==> src/sv/whp_pkg.sv <==
// Shared types, status codes and tag table for the WAV header parser.
package whp_pkg;

  // Result status codes.
  localparam logic [1:0] StatusOk        = 2'd0;
  localparam logic [1:0] StatusBadHeader = 2'd1;
  localparam logic [1:0] StatusTruncated = 2'd2;

  // One input beat: a file byte and the end-of-file mark.
  typedef struct packed {
    logic [7:0] data_byte;
    logic       end_of_stream;
  } in_beat_t;

  // One result beat.
  typedef struct packed {
    logic [1:0]  status;
    logic        big_endian;
    logic [15:0] channels;
    logic [31:0] sample_rate;
    logic [15:0] bits_per_sample;
    logic        signed_samples;
  } out_beat_t;

  // Result handed from the parser core to the output buffer.
  typedef struct packed {
    logic      push;
    out_beat_t beat;
  } result_push_t;

  // Expected bytes of the first 16 header bytes; entries 4 to 7 hold the
  // unchecked RIFF size and entry 3 is checked separately (F or X).
  localparam logic [7:0] TagBytes [16] = '{
    8'h52, 8'h49, 8'h46, 8'h46, 8'h00, 8'h00, 8'h00, 8'h00,
    8'h57, 8'h41, 8'h56, 8'h45, 8'h66, 8'h6d, 8'h74, 8'h20
  };

  localparam logic [7:0] ByteUpperF = 8'h46;
  localparam logic [7:0] ByteUpperX = 8'h58;

endpackage

==> src/sv/whp_core.sv <==
// Byte-wise header parser state machine; produces at most one result per beat.
module whp_core (
  input  logic                  clk,
  input  logic                  rst,
  input  logic                  accept,
  input  whp_pkg::in_beat_t     beat,
  output whp_pkg::result_push_t result
);

  // Parser phases.
  localparam logic [2:0] PhHeader = 3'd0;
  localparam logic [2:0] PhExtra  = 3'd1;
  localparam logic [2:0] PhSkip   = 3'd2;
  localparam logic [2:0] PhData   = 3'd3;
  localparam logic [2:0] PhDone   = 3'd4;

  localparam logic [5:0] HeaderLast = 6'd35;
  localparam logic [5:0] DataLast   = 6'd7;
  localparam logic [7:0] FmtBaseSize = 8'd24;

  logic [2:0]  phase, phase_next;
  logic [5:0]  byte_count, byte_count_next;
  logic        hdr_ok, hdr_ok_next;
  logic        is_rifx, is_rifx_next;
  logic        fmt_big, fmt_big_next;
  logic [15:0] channel_field, channel_field_next;
  logic [31:0] rate_field, rate_field_next;
  logic [15:0] sample_bits_field, sample_bits_field_next;
  logic [15:0] skip_remaining, skip_remaining_next;

  logic [7:0] b;
  assign b = beat.data_byte;

  // Next-state and result logic for one accepted beat.
  always_comb begin
    phase_next             = phase;
    byte_count_next        = byte_count;
    hdr_ok_next            = hdr_ok;
    is_rifx_next           = is_rifx;
    fmt_big_next           = fmt_big;
    channel_field_next     = channel_field;
    rate_field_next        = rate_field;
    sample_bits_field_next = sample_bits_field;
    skip_remaining_next    = skip_remaining;
    result                 = '0;

    if (accept) begin
      case (phase)
        PhHeader: begin
          // Check tags and capture fields by byte position.
          case (byte_count) inside
            6'd0, 6'd1, 6'd2, [6'd8:6'd15]: begin
              if (b != whp_pkg::TagBytes[byte_count[3:0]]) hdr_ok_next = 1'b0;
            end
            6'd3: begin
              if (b == whp_pkg::ByteUpperX) is_rifx_next = 1'b1;
              else if (b != whp_pkg::ByteUpperF) hdr_ok_next = 1'b0;
            end
            6'd16: begin
              if (b > FmtBaseSize) fmt_big_next = 1'b1;
            end
            [6'd17:6'd19]: begin
              if (b != 8'd0) fmt_big_next = 1'b1;
            end
            6'd20: begin
              if (b > 8'd1) hdr_ok_next = 1'b0;
            end
            6'd21: begin
              if (b != 8'd0) hdr_ok_next = 1'b0;
            end
            6'd22: channel_field_next[7:0]  = b;
            6'd23: channel_field_next[15:8] = b;
            6'd24: rate_field_next[7:0]     = b;
            6'd25: rate_field_next[15:8]    = b;
            6'd26: rate_field_next[23:16]   = b;
            6'd27: rate_field_next[31:24]   = b;
            6'd34: sample_bits_field_next[7:0]  = b;
            6'd35: sample_bits_field_next[15:8] = b;
            default: ;
          endcase

          if (byte_count == HeaderLast) begin
            byte_count_next = '0;
            if (!hdr_ok_next) begin
              result.push        = 1'b1;
              result.beat.status = whp_pkg::StatusBadHeader;
              phase_next         = PhDone;
            end else if (fmt_big_next) begin
              phase_next = PhExtra;
            end else begin
              phase_next = PhData;
            end
          end else begin
            byte_count_next = byte_count + 6'd1;
          end
        end

        PhExtra: begin
          // Little-endian count of extra fmt bytes to skip.
          if (byte_count == 6'd0) begin
            skip_remaining_next = {8'd0, b};
            byte_count_next     = 6'd1;
          end else begin
            skip_remaining_next = {b, skip_remaining[7:0]};
            byte_count_next     = '0;
            phase_next = ({b, skip_remaining[7:0]} != 16'd0) ? PhSkip : PhData;
          end
        end

        PhSkip: begin
          skip_remaining_next = skip_remaining - 16'd1;
          if (skip_remaining == 16'd1) phase_next = PhData;
        end

        PhData: begin
          // Data chunk id and size pass unchecked; the last one emits the result.
          if (byte_count == DataLast) begin
            byte_count_next                 = '0;
            result.push                     = 1'b1;
            result.beat.status              = whp_pkg::StatusOk;
            result.beat.big_endian          = is_rifx;
            result.beat.channels            = channel_field;
            result.beat.sample_rate         = rate_field;
            result.beat.bits_per_sample     = sample_bits_field;
            result.beat.signed_samples      = (sample_bits_field != 16'd8);
            phase_next                      = PhDone;
          end else begin
            byte_count_next = byte_count + 6'd1;
          end
        end

        default: ;
      endcase

      // End of file: report truncation if no result yet, then rearm.
      if (beat.end_of_stream) begin
        if (!result.push && phase_next != PhDone) begin
          result.push        = 1'b1;
          result.beat.status = whp_pkg::StatusTruncated;
        end
        phase_next             = PhHeader;
        byte_count_next        = '0;
        hdr_ok_next            = 1'b1;
        is_rifx_next           = 1'b0;
        fmt_big_next           = 1'b0;
        channel_field_next     = '0;
        rate_field_next        = '0;
        sample_bits_field_next = '0;
        skip_remaining_next    = '0;
      end
    end
  end

  // Parser state registers.
  always_ff @(posedge clk) begin
    if (rst) begin
      phase             <= PhHeader;
      byte_count        <= '0;
      hdr_ok            <= 1'b1;
      is_rifx           <= 1'b0;
      fmt_big           <= 1'b0;
      channel_field     <= '0;
      rate_field        <= '0;
      sample_bits_field <= '0;
      skip_remaining    <= '0;
    end else begin
      phase             <= phase_next;
      byte_count        <= byte_count_next;
      hdr_ok            <= hdr_ok_next;
      is_rifx           <= is_rifx_next;
      fmt_big           <= fmt_big_next;
      channel_field     <= channel_field_next;
      rate_field        <= rate_field_next;
      sample_bits_field <= sample_bits_field_next;
      skip_remaining    <= skip_remaining_next;
    end
  end

endmodule

==> src/sv/whp_out_buf.sv <==
// Result register with a skid entry that separates output stall from input stall.
module whp_out_buf (
  input  logic                  clk,
  input  logic                  rst,
  input  whp_pkg::result_push_t result,
  output logic                  full,
  output logic                  out_valid,
  input  logic                  out_stall,
  output whp_pkg::out_beat_t    out_data
);

  logic               main_valid;
  logic               skid_valid;
  whp_pkg::out_beat_t main_beat;
  whp_pkg::out_beat_t skid_beat;
  logic               pop;

  assign pop       = main_valid && !out_stall;
  assign out_valid = main_valid;
  assign out_data  = main_beat;
  assign full      = skid_valid;

  // Valid flags.
  always_ff @(posedge clk) begin
    if (rst) begin
      main_valid <= 1'b0;
      skid_valid <= 1'b0;
    end else if (pop) begin
      if (skid_valid) begin
        skid_valid <= 1'b0;
      end else begin
        main_valid <= result.push;
      end
    end else if (result.push) begin
      if (!main_valid) main_valid <= 1'b1;
      else skid_valid <= 1'b1;
    end
  end

  // Payload registers.
  always_ff @(posedge clk) begin
    if (pop) begin
      if (skid_valid) main_beat <= skid_beat;
      else if (result.push) main_beat <= result.beat;
    end else if (result.push) begin
      if (!main_valid) main_beat <= result.beat;
      else skid_beat <= result.beat;
    end
  end

endmodule

==> src/sv/wav_header_parser_top.sv <==
// Top level of the WAV header parser: byte input, one result beat per file.
// The result is registered in the output buffer before it shows on out_valid.
// Throughput: one byte per cycle; input stalls only while the skid entry holds a result.
// Byte count per file: 36 header bytes, plus 2 and the extra count when fmt size exceeds 24,
// plus 8 data-chunk bytes, counted by the parser state machine's byte and skip counters.
// Reset (synchronous, rst high) returns the parser to the header phase and empties the buffer.
module wav_header_parser_top (
  input  logic               clk,
  input  logic               rst,
  input  logic               in_valid,
  output logic               in_stall,
  input  whp_pkg::in_beat_t  in_data,
  output logic               out_valid,
  input  logic               out_stall,
  output whp_pkg::out_beat_t out_data
);

  logic                  accept;
  logic                  full;
  whp_pkg::result_push_t result;

  assign in_stall = full;
  assign accept   = in_valid && !full;

  // Parser state machine.
  whp_core u_core (
    .clk    (clk),
    .rst    (rst),
    .accept (accept),
    .beat   (in_data),
    .result (result)
  );

  // Output register and skid entry.
  whp_out_buf u_out_buf (
    .clk       (clk),
    .rst       (rst),
    .result    (result),
    .full      (full),
    .out_valid (out_valid),
    .out_stall (out_stall),
    .out_data  (out_data)
  );

  // A result is only produced by an accepted byte.
  a_push_needs_accept: assert property (@(posedge clk) disable iff (rst)
    result.push |-> accept)
    else $error("result pushed without an accepted byte");

  // The skid entry is only occupied behind a valid output register.
  a_skid_behind_main: assert property (@(posedge clk) disable iff (rst)
    in_stall |-> out_valid)
    else $error("skid entry full while output register empty");

  // Error results carry zero fields.
  a_error_fields_zero: assert property (@(posedge clk) disable iff (rst)
    (result.push && result.beat.status != whp_pkg::StatusOk) |->
      (result.beat.channels == 16'd0 && result.beat.sample_rate == 32'd0 &&
       result.beat.bits_per_sample == 16'd0 && !result.beat.big_endian &&
       !result.beat.signed_samples))
    else $error("error result with nonzero fields");

  // Nothing is presented in the first cycle after reset is released.
  a_empty_after_reset: assert property (@(posedge clk)
    (!rst && $past(rst)) |-> !out_valid && !in_stall)
    else $error("buffer not empty after reset");

endmodule
==> config.mk <==
export PLATFORM = sky130hd
export DESIGN_NAME = wav_header_parser_top
export DESIGN_NICKNAME = d
export VERILOG_FILES = /design/src/sv/whp_pkg.sv /design/src/sv/whp_core.sv /design/src/sv/whp_out_buf.sv /design/src/sv/wav_header_parser_top.sv
export SDC_FILE = /design/constraint.sdc
export NUM_CORES = 1
export LEC_CHECK = 0
export BUFFER_PORTS_ARGS = -buffer_cell sky130_fd_sc_hd__buf_2
export CAP_MARGIN = 5
export CORE_ASPECT_RATIO = 1.4
export CORE_MARGIN = 2
export CORE_UTILIZATION = 50
export CTS_CLUSTER_SIZE = 10
export DETAILED_ROUTE_END_ITERATION = 16
export GPL_TIMING_DRIVEN = 0
export PLACE_DENSITY_LB_ADDON = 0.15
export SLEW_MARGIN = 10
export SYNTH_ARGS = -nofsm -noshare
export SYNTH_HDL_FRONTEND = slang
export SYNTH_SLANG_ARGS = --single-unit
==> constraint.sdc <==
create_clock -name clk -period 14.6 [get_ports clk]
set_input_delay 0.73 -clock clk [delete_from_list [all_inputs] [get_ports clk]]
set_output_delay 0.73 -clock clk [all_outputs]
set_load 0.005 [all_outputs]
==> metrics.csv, run 1 <==
stage,metric,value,unit
synth,ys async rst share,0,%
synth,register area share after synthesis,59.2,%
flow_run,max-cap violations,0,
synth,ys flop type,edfxtp_1,
routing,vias per cell,5.68,
critical_path,worst path bufs/invs,3,
critical_path,reg2reg setup slack,10.73,ns
floorplan,Starting Density,50.8,%
critical_path,crit end category,flip-flop,
place,"worst slack, placed",10.52,ns
floorplan,core area,19800,um^2
pwr,Power Total,1.39,mW
sta,minimum clock period,3.87,ns
synth,Post-synth EDFFs,136,
sta,RSZ-0062 raised after global routing,false,
sta,Worst-Margin Slew,0.985,ns
hold_path,worst min-delay path class,flip-flop to flip-flop,
clock_network,Worst-Skew Late Latency,0.52,ns
critical_path,Reg-to-Reg End,u_out_buf.skid_beat[35],
sta,Hold Slack,0.465,ns
critical_path,CP startpoint kind,flip-flop,
sta,Final Setup Violations,0,
place,placed wire-length estimate,17500,um
critical_path,Slowest Stage Delay on Critical Path,0.61,ns
routing,DRT iter0 DRCs,352,
critical_path,crit path from,u_core.byte_count[1],
critical_path,Critical Path RT,14.82,ns
synth,synth top area cells,"edfxtp_1 41%, dfxtp_1 19%, mux2i_1 6.4%, a21o_1 5.1%, and2_1 4.3%",
clock_network,CTS tree,done,
floorplan,Die ar.,21300,um^2
pwr,worst vdd ir,0.0888,mV
floorplan,chip width,124,um
final_layout,most frequent cells in the layout,"136 x edfxtp_1, 106 x nor2_1, 94 x dfxtp_1",
global_route,vias in the first global route,6962,
critical_path,worst r2r src,u_core.byte_count[1],
pwr,Power per Cell Area,119,nW/um^2
critical_path,Worst R2R Path Depth,10,
final_layout,layout cell share with drive strength beyond 1,13.4,%
final_layout,Fillers,1707,
critical_path,crit path capture,u_out_buf.skid_beat[35],
global_route,first-pass GRT wire length,38200,um
critical_path,worst-path fanout max,26,
critical_path,CP max stage cell,nor2_4,
clock_network,clk sink count,230,
place,Cells after DPL,1215,
routing,top layer in use,met4,
clock_network,cts repair resizes,0,
sta,final hold vios,0,
final_layout,fin cells,1263,
routing,via count,7172,
synth,"Avg Cell Area, Syn",11.4,um^2
critical_path,"delay-heaviest family, CP",compound AO/OA/AOI/OAI gates,
clock_network,htree depth,1,
routing,Final ANT Viol Nets,0,
global_route,antenna violations before repair,0,
clock_network,Inserted Clock Buffers,27,
final_layout,number of diodes,0,
routing,Routed WL,24900,um
routing,WL met3,1080,um
clock_network,hold_buf cts,0,
clock_network,Post-CTS Setup Inserts,0,
place,gpl congestion,0.918,
sta,relative slew slack,33.7,%
sta,Final WS setup,10.73,ns
synth,synthesized area,10100,um^2
sta,Max Clk Rate,0.258,GHz
synth,Synth top area share,40.5,%
routing,DR WL/cell,19.7,um
final_layout,"most common cell after layout, fill and taps aside",edfxtp_1,
floorplan,# IOs,83,
clock_network,clock root cell,clkbuf_16,
routing,DRC,0,
routing,met2 wire len,12900,um
final_layout,"Design Area, Final",11700,um^2
status,status,"complete, no violations",
synth,Yosys cell types,67,
floorplan,DIE HEIGHT,172,um
synth,post-synthesis instance total,881,
hold_path,hold depth,1,
floorplan,Row Count,61,
final_layout,nets,1015,
synth,Yosys reg bits,230,
routing,metal1 wirelength,10100,um
pwr,P_leak,4.91,nW
synth,Synth area leader,edfxtp_1,
clock_network,Max Root-Sink Buffers,3,
synth,Syn Nets,904,
final_layout,area delta synth->final,15.7,%
routing,DR pass1 iterations,4,
clock_network,Clock transition at path regs,0.06,ns
sta,Setup TNS,0,ns
global_route,largest net degree at the start of global routing,34,
global_route,grt total ovfl,0,
critical_path,Worst Path Arrival,4.09,ns
place,dpl cell area,10900,um^2
critical_path,WP depth,10,
sta,skew final,0.0240,ns
sta,fin crit share,26.5,%
sta,Slew Limit Fails,0,
critical_path,Crit Path Class,flip-flop to flip-flop,
synth,Yosys warnings,0,
global_route,Tot GR Track Use,23.3,%
critical_path,worst-path cell chain,inv_1 > ha_1 > nor2_1 > o41ai_1 > a221oi_2 > o221ai_1 > nand2_1 > nor2_4 > buf_12 > buf_16,
final_layout,Final Util,58.7,%
place,port bufs,78,
==> flip-flops by register name, summed over array words and instances, names as in the netlist <==
name and flops:
u_out_buf.out_valid 1, u_core.fmt_big 1, u_core.hdr_ok 1, u_core.channel_field 16
u_core.phase 3, u_core.skip_remaining 16, u_core.rate_field 32, u_core.is_rifx 1
u_core.sample_bits_field 16, u_out_buf.skid_beat 68, u_out_buf.full 1, u_out_buf.out_data 68
u_core.byte_count 6
==> cells by family after synthesis <==
kind of cell	count (synthesis)	synth area share [%]
AOI/OAI and AO/OA	187	13.5
and+or+nand+nor	304	15.8
muxes	64	6.36
xor gates and xnor gates	12	1.04
adders and majority gates	10	1.24
buffers and inverters	74	2.88
DFF	230	59.2
==> cell usage after synthesis (14+ instances only) <==
library cell,count
and2_1,70
a21oi_1,31
mux2i_1,64
nand2_1,29
inv_1,15
nor2b_1,14
nor2_1,108
clkbuf_1,50
nor3_1,21
dfxtp_1,94
a21o_1,69
edfxtp_1,136
==> area by class of cell <==
cell class / instances / area, um^2 / share of cell area (%)
flip-flops and latches: 230 / 5970 / 51.2
clock inverters: 3 / 21.3 / 0.182
clock buffers: 45 / 743 / 6.38
repair buffers: 82 / 485 / 4.16
inverters: 15 / 56.3 / 0.483
well taps: 252 / 315 / 2.70
plain buffers: 59 / 234 / 2.01
multi-input cells: 577 / 3840 / 32.9
==> power by group <==
group          internal (mW)  total (mW)  switching, mW
Clock                  0.344       0.591          0.247
Combinational         0.0343      0.0939         0.0596
Sequential             0.700       0.707        0.00735
Total                   1.08        1.39          0.314
==> per-layer routing <==
| metal | up-vias | GRT usage (%) |
|---|---|---|
| li1 | 3421 | - |
| met1 | 3496 | 28.5 |
| met2 | 208 | 42.2 |
| met3 | 47 | 2.54 |
| met4 | 0 | 8.30 |
| met5 | - | 0 |
==> worst min path at each step <==
stage,start,endpoint
global placement,u_core.is_rifx,u_core.is_rifx
global route,u_core.is_rifx,u_core.is_rifx
CTS,u_core.is_rifx,u_core.is_rifx
finish,u_core.is_rifx,u_core.is_rifx
floorplan,u_core.is_rifx,u_core.is_rifx
detailed placement,u_core.is_rifx,u_core.is_rifx
Note: power is estimated with default switching activity, not from simulation.
==> run 2: changes to the inputs <==
--- a/config.mk
+++ b/config.mk
@@ -5,6 +5,7 @@
 export SDC_FILE = /design/constraint.sdc
 export NUM_CORES = 1
 export LEC_CHECK = 0
+export ABC_AREA = 1
 export BUFFER_PORTS_ARGS = -buffer_cell sky130_fd_sc_hd__buf_2
 export CAP_MARGIN = 5
 export CORE_ASPECT_RATIO = 1.4
==> constraint.sdc (replaced) <==
create_clock -name clk -period 3.4 [get_ports clk]
set_input_delay 0.17 -clock clk [delete_from_list [all_inputs] [get_ports clk]]
set_output_delay 0.17 -clock clk [all_outputs]
set_load 0.005 [all_outputs]
==> metrics.csv, run 2 <==
stage,metric,value,unit,change
synth,top-count cell post-synth,inv_1,,was edfxtp_1
final_layout,most frequent cells in the layout,"189 x inv_1, 136 x edfxtp_1, 108 x nor2_1",,"was 136 x edfxtp_1, 106 x nor2_1, 94 x dfxtp_1"
clock_network,Max Root-Sink Buffers,3,,unchanged
sta,minimum clock period,3.16,ns,was 3.87 ns
sta,Worst-Margin Slew,0.830,ns,was 0.985 ns
floorplan,# IOs,83,,unchanged
critical_path,worst r2r src,u_core.byte_count[1],,unchanged
final_layout,nets,1250,,was 1015
clock_network,htree depth,1,,unchanged
critical_path,Worst Path Arrival,3.41,ns,was 4.09 ns
sta,fin crit share,93.0,%,was 26.5%
routing,vias per cell,5.35,,was 5.68
synth,post-synthesis instance total,1101,,was 881
floorplan,Die ar.,21600,um^2,was 21300 um^2
final_layout,"Design Area, Final",11900,um^2,was 11700 um^2
hold_path,worst hold path endpoint,u_core.byte_count[4],,was u_core.is_rifx
global_route,largest net degree at the start of global routing,44,,was 34
final_layout,Fillers,1777,,was 1707
clock_network,Clock transition at path regs,0.05,ns,was 0.06 ns
final_layout,area delta synth->final,16.5,%,was 15.7%
critical_path,Worst R2R Path Depth,19,,was 10
flow_run,max-cap violations,0,,unchanged
synth,"Avg Cell Area, Syn",9.29,um^2,was 11.4 um^2
sta,RSZ-0062 raised after global routing,false,,unchanged
clock_network,CTS tree,done,,unchanged
routing,via count,8014,,was 7172
sta,relative slew slack,44.5,%,was 33.7%
synth,register area share after synthesis,58.3,%,was 59.2%
global_route,first-pass GRT wire length,40800,um,was 38200 um
pwr,P_leak,4.58,nW,was 4.91 nW
global_route,vias in the first global route,7825,,was 6962
synth,Yosys reg bits,230,,unchanged
synth,Synth area leader,edfxtp_1,,unchanged
synth,Syn Nets,1124,,was 904
routing,DR WL/cell,17.4,um,was 19.7 um
sta,final hold vios,0,,unchanged
synth,Synth top area share,39.9,%,was 40.5%
synth,Yosys warnings,0,,unchanged
global_route,antenna violations before repair,0,,unchanged
critical_path,crit end category,flip-flop,,unchanged
critical_path,Critical Path RT,3.64,ns,was 14.82 ns
synth,synth cell count leaders,"191 x inv_1, 136 x edfxtp_1, 110 x nor2_1",,"was 136 x edfxtp_1, 108 x nor2_1, 94 x dfxtp_1"
sta,skew final,0.0105,ns,was 0.0240 ns
status,status,"complete, no violations",,unchanged
synth,synth top area cells,"edfxtp_1 40%, dfxtp_1 18%, inv_1 7.0%, a21oi_1 4.6%, o22ai_1 4.1%",,"was edfxtp_1 41%, dfxtp_1 19%, mux2i_1 6.4%, a21o_1 5.1%, and2_1 4.3%"
sta,Max Clk Rate,0.316,GHz,was 0.258 GHz
sta,Final Setup Violations,0,,unchanged
synth,Yosys cell types,52,,was 67
final_layout,layout cell share with drive strength beyond 1,17.4,%,was 13.4%
routing,Routed WL,26100,um,was 24900 um
critical_path,Crit Path Class,flip-flop to flip-flop,,unchanged
place,placed wire-length estimate,18800,um,was 17500 um
floorplan,DIE HEIGHT,173,um,was 172 um
routing,Final ANT Viol Nets,0,,unchanged
global_route,Tot GR Track Use,23.6,%,was 23.3%
synth,ys flop type,edfxtp_1,,unchanged
pwr,worst vdd ir,0.344,mV,was 0.0888 mV
synth,synthesized area,10200,um^2,was 10100 um^2
synth,Post-synth EDFFs,136,,unchanged
hold_path,Worst Hold Launch,rst,,was u_core.is_rifx
clock_network,Worst-Skew Late Latency,0.52,ns,about the same
floorplan,Row Count,61,,unchanged
sta,Slew Limit Fails,0,,unchanged
hold_path,worst min-delay path class,primary input to flip-flop,,was flip-flop to flip-flop
clock_network,clk sink count,230,,unchanged
synth,ys async rst share,0,%,unchanged
critical_path,CP startpoint kind,flip-flop,,unchanged
place,dpl cell area,11000,um^2,was 10900 um^2
place,gpl congestion,0.903,,was 0.918
global_route,grt total ovfl,0,,unchanged
floorplan,chip width,125,um,was 124 um
critical_path,Reg-to-Reg End,u_out_buf.out_data[20],,was u_out_buf.skid_beat[35]
critical_path,reg2reg setup slack,0.24,ns,was 10.73 ns
pwr,Power Total,6.11,mW,was 1.39 mW
hold_path,hold depth,3,,was 1
floorplan,core area,20000,um^2,was 19800 um^2
routing,DRC,0,,unchanged
critical_path,worst-path fanout max,43,,was 26
place,port bufs,81,,was 78
final_layout,area of the multi-input gates,3270,um^2,was 3840 um^2
floorplan,Starting Density,51.2,%,was 50.8%
final_layout,"most common cell after layout, fill and taps aside",inv_1,,was edfxtp_1
pwr,Power per Cell Area,513,nW/um^2,was 119 nW/um^2
final_layout,sequential cell area,5970,um^2,about the same
clock_network,clock root cell,clkbuf_16,,unchanged
clock_network,Inserted Clock Buffers,27,,unchanged
final_layout,number of diodes,0,,unchanged
routing,DRT iter0 DRCs,512,,was 352
routing,DR pass1 iterations,5,,was 4
## run 2: critical path, stage by stage (launching register included)
cell,delay (ns)
dfxtp_2,0.35
inv_1,0.15
ha_1,0.31
inv_1,0.13
a211oi_2,0.30
nand2_1,0.08
nand3_1,0.09
nand2_2,0.08
nand3_1,0.07
nand2_1,0.08
nand2_1,0.09
nand3_2,0.08
nand2_2,0.11
nand2_2,0.08
inv_2,0.11
nand2_1,0.06
nand2_1,0.18
clkinvlp_4,0.15
buf_12,0.16
buf_16,0.18
## run 2: stage by stage
step	utilization [%]	hold WS [ns]	std cells	TNS, ns	worst slack, ns
floorplan	-	0.372	1101	0	0.134
global placement	54.8	0.454	1434	-85.05	-0.677
detailed placement	55.1	0.458	1437	-7.18	-0.145
CTS	59.1	0.0385	1488	-0.0363	-0.00413
global route	59.6	0.0776	1499	0	0.00758
finish	59.6	0.0332	1499	0	0.236
## run 2: worst max-delay path by stage
stage | start | to | slack, ns | cells after the start
final | u_core.byte_count[1] | u_out_buf.out_data[20] | 0.24 | 19
after global routing | u_core.byte_count[1] | u_out_buf.out_data[20] | 0.008 | 22
after CTS | u_core.byte_count[1] | u_out_buf.out_data[23] | -0.004 | 17
after detailed placement | u_core.byte_count[0] | u_out_buf.out_data[17] | -0.14 | 17
after global placement | u_core.byte_count[0] | u_out_buf.out_data[24] | -0.68 | 16
after floorplan | u_core.byte_count[0] | u_out_buf.out_data[0] | 0.13 | 20
## run 2: power by group
part | switching [mW] | internal (mW)
Combinational | 0.343 | 0.160
Sequential | 0.0381 | 3.04
Clock | 1.05 | 1.48
## run 2: cell families after synthesis
logic type                 count (synthesis)  synth area share (%)
and+or+nand+nor                          323                  14.8
xor gates and xnor gates                   6                 0.514
adders and majority gates                 10                  1.22
AOI/OAI and AO/OA                        276                  15.2
buffers and inverters                    256                  9.99
DFF                                      230                  58.3
## run 2: cell type report
type,count,area share (%)
Sequential cell,230,50.1
Clock inverter,1,0.0735
Tap cell,252,2.65
Multi-Input combinational cell,616,27.4
Inverter,212,6.77
Timing Repair Buffer,95,4.79
Buffer,44,1.84
Timing Repair inverter,1,0.0630
Clock buffer,48,6.33
## run 2: timing repair
item / in CTS / in global routing
hold endpoints to repair: 1 / 0
setup buffers: 0 / 10
pin swaps: 0 / 1
cloned: 1 / 1
hold buffers: 1 / 0
setup endpoints to repair: 68 / 103
gates resized for setup: 4 / 5
## run 2: layer usage
layer	GRT usage, %	share of wire, %
met1	27.7	39
met2	43.5	53
met3	2.78	4.6
met4	9.58	3.8
met5	0	0
==> run 3: changes to the inputs <==
--- a/config.mk
+++ b/config.mk
@@ -9,7 +9,6 @@
 export BUFFER_PORTS_ARGS = -buffer_cell sky130_fd_sc_hd__buf_2
 export CAP_MARGIN = 5
 export CORE_ASPECT_RATIO = 1.4
-export CORE_MARGIN = 2
 export CORE_UTILIZATION = 50
 export CTS_CLUSTER_SIZE = 10
 export DETAILED_ROUTE_END_ITERATION = 16
==> constraint.sdc (replaced) <==
create_clock -name clk -period 3.7 [get_ports clk]
set_input_delay 0.185 -clock clk [delete_from_list [all_inputs] [get_ports clk]]
set_output_delay 0.185 -clock clk [all_outputs]
set_load 0.005 [all_outputs]
==> metrics.csv, run 3 (same netlist as run 2, synthesis figures left out) <==
stage,metric,value,unit,change
clock_network,hold_buf cts,0,,was 1
final_layout,area of the multi-input gates,3260,um^2,was 3270 um^2
sta,fin crit share,89.8,%,was 93.0%
critical_path,CP startpoint kind,flip-flop,,unchanged
pwr,Power Total,5.61,mW,was 6.11 mW
critical_path,crit end category,flip-flop,,unchanged
sta,RSZ-0062 raised after global routing,false,,unchanged
place,dpl cell area,11000,um^2,about the same
floorplan,Row Count,61,,unchanged
sta,Final Setup Violations,0,,unchanged
critical_path,WP depth,20,,was 19
pwr,P_leak,4.72,nW,was 4.58 nW
critical_path,worst-path cell chain,inv_1 > ha_1 > inv_2 > nor2_1 > o21ai_1 > nand2_1 > nand2_1 > nor2_1 > nand3_1 > nand2_2 > nand3_1 > nand2_1 > nand2_1 > nand3_2 > nand2_2 > nand2_2 > inv_2 > nand2_1 > nand2_1 > inv_4,,was inv_1 > ha_1 > inv_1 > a211oi_2 > nand2_1 > nand3_1 > nand2_2 > nand3_1 > nand2_1 > nand2_1 > nand3_2 > nand2_2 > nand2_2 > inv_2 > nand2_1 > nand2_1 > clkinvlp_4 > buf_12 > buf_16
global_route,grt total ovfl,0,,unchanged
hold_path,worst min-delay path class,primary input to flip-flop,,unchanged
sta,Final WS setup,0.379,ns,was 0.236 ns
clock_network,Max Root-Sink Buffers,3,,unchanged
sta,final hold vios,0,,unchanged
floorplan,# IOs,83,,unchanged
hold_path,Worst Hold Launch,out_stall,,was rst
final_layout,"Design Area, Final",11800,um^2,was 11900 um^2
clock_network,clock root cell,clkbuf_16,,unchanged
critical_path,Worst R2R Path Depth,20,,was 19
final_layout,Fillers,1752,,was 1777
routing,DRC,0,,unchanged
critical_path,Critical Path RT,3.86,ns,was 3.64 ns
status,status,"complete, no violations",,unchanged
critical_path,Critical Path Most Common Cell,nand2_1,,unchanged
routing,via count,7924,,was 8014
sta,relative slew slack,37.0,%,was 44.5%
critical_path,worst r2r src,u_core.byte_count[0],,was u_core.byte_count[1]
final_layout,nets,1237,,was 1250
final_layout,area delta synth->final,15.1,%,was 16.5%
critical_path,CP max stage cell,inv_4,,was dfxtp_2
routing,Final ANT Viol Nets,0,,unchanged
sta,skew final,0.0224,ns,was 0.0105 ns
floorplan,chip width,123,um,was 125 um
floorplan,Die ar.,21000,um^2,was 21600 um^2
critical_path,Reg-to-Reg End,u_out_buf.out_data[24],,was u_out_buf.out_data[20]
flow_run,max-cap violations,0,,unchanged
routing,DR pass1 iterations,5,,unchanged
global_route,first-pass GRT wire length,39500,um,was 40800 um
clock_network,Post-CTS Setup Inserts,0,,unchanged
routing,DRT iter0 DRCs,625,,was 512
floorplan,Starting Density,51.4,%,was 51.2%
place,gpl congestion,0.921,,was 0.903
sta,Slew Limit Fails,0,,unchanged
clock_network,clk sink count,230,,unchanged
critical_path,worst-path fanout max,68,,was 43
global_route,largest net degree at the start of global routing,69,,was 44
clock_network,CTS tree,done,,unchanged
clock_network,Worst-Skew Late Latency,0.53,ns,was 0.52 ns
routing,DR WL/cell,17.1,um,was 17.4 um
sta,minimum clock period,3.32,ns,was 3.16 ns
global_route,vias in the first global route,7632,,was 7825
critical_path,Worst Path Arrival,3.48,ns,was 3.41 ns
final_layout,sequential cell area,5970,um^2,about the same
pwr,Power per Cell Area,476,nW/um^2,was 513 nW/um^2
routing,vias per cell,5.33,,was 5.35
final_layout,number of diodes,0,,unchanged
critical_path,worst path bufs/invs,4,,was 6
critical_path,reg2reg setup slack,0.38,ns,was 0.24 ns
floorplan,DIE HEIGHT,171,um,was 173 um
final_layout,"most common cell after layout, fill and taps aside",inv_1,,unchanged
final_layout,Final Util,59.1,%,was 59.6%
final_layout,layout cell share with drive strength beyond 1,16.2,%,was 17.4%
pwr,worst vdd ir,0.346,mV,was 0.344 mV
place,placed wire-length estimate,18300,um,was 18800 um
place,"worst slack, placed",0.284,ns,was -0.145 ns
routing,Routed WL,25400,um,was 26100 um
critical_path,Slowest Stage Delay on Critical Path,0.58,ns,was 0.35 ns
clock_network,htree depth,1,,unchanged
hold_path,hold depth,5,,was 3
place,port bufs,81,,unchanged
hold_path,worst hold path endpoint,u_out_buf.full,,was u_core.byte_count[4]
global_route,Tot GR Track Use,24.7,%,was 23.6%
critical_path,"delay-heaviest family, CP",simple AND/OR/NAND/NOR gates,,unchanged
sta,Max Clk Rate,0.301,GHz,was 0.316 GHz
clock_network,Inserted Clock Buffers,27,,unchanged
global_route,antenna violations before repair,0,,unchanged
sta,Worst-Margin Slew,0.941,ns,was 0.830 ns
floorplan,core area,19900,um^2,was 20000 um^2
clock_network,cts repair resizes,0,,was 4
critical_path,Crit Path Class,flip-flop to flip-flop,,unchanged
final_layout,most frequent cells in the layout,"190 x inv_1, 136 x edfxtp_1, 109 x nor2_1",,"was 189 x inv_1, 136 x edfxtp_1, 108 x nor2_1"
clock_network,Clock transition at path regs,0.05,ns,about the same
[run 3: cell count changes in the layout (fill, tap and decap cells not counted), moves of 2 or more]
cell and change:
buf_4 -9, ha_1 +3, ha_2 -3, clkbuf_1 -2, clkinv_1 +2
[run 3: final cells by class]
cell class              instances  area share [%]
inverters                     212            6.84
repair buffers                 83            3.78
plain buffers                  44            1.86
clock buffers                  46            6.34
flip-flops and latches        230            50.6
multi-input cells             616            27.7
clock inverters                 4           0.202
well taps                     252            2.68
[run 3: how the worst max path moves through the flow]
stage,start,end,slack (ns)
floorplan,u_core.byte_count[0],u_out_buf.out_data[0],0.08
global placement,u_core.byte_count[0],u_out_buf.out_data[20],-0.71
detailed placement,u_core.byte_count[0],u_out_buf.skid_beat[17],0.28
CTS,u_core.byte_count[0],u_out_buf.skid_beat[24],0.30
global route,u_core.byte_count[1],u_out_buf.out_data[21],0.06
finish,u_core.byte_count[0],u_out_buf.out_data[24],0.38
[run 3: power breakdown]
group | switching, mW | total, mW | leakage (nW) | internal (mW)
sequential | 0.0360 | 2.83 | 1.97 | 2.80
clock | 0.971 | 2.33 | 0.363 | 1.36
combinational | 0.308 | 0.441 | 2.38 | 0.133
total | 1.31 | 5.61 | 4.72 | 4.29
[run 3: stage by stage]
step | instances | TNS [ns] | hold WS (ns)
floorplan | 1101 | 0 | 0.387
global placement | 1434 | -66.16 | 0.452
detailed placement | 1436 | 0 | 0.457
CTS | 1486 | 0 | 0.0108
global route | 1487 | 0 | 0.0587
finish | 1487 | 0 | 0.0199
[run 3: tightest hold or removal path: cells and delay by family]
kind | cells | cell delay [ns]
buf+inv | 2 | 0.16
simple gates | 2 | 0.10
compound gates | 1 | 0.03
[run 3: per-layer routing]
layer,wire length (um),track usage (%),up-vias
li1,-,-,3943
met1,9870,28.8,3699
met2,13400,45.0,227
met3,1270,3.18,55
met4,855,10.1,0
met5,0,0,-
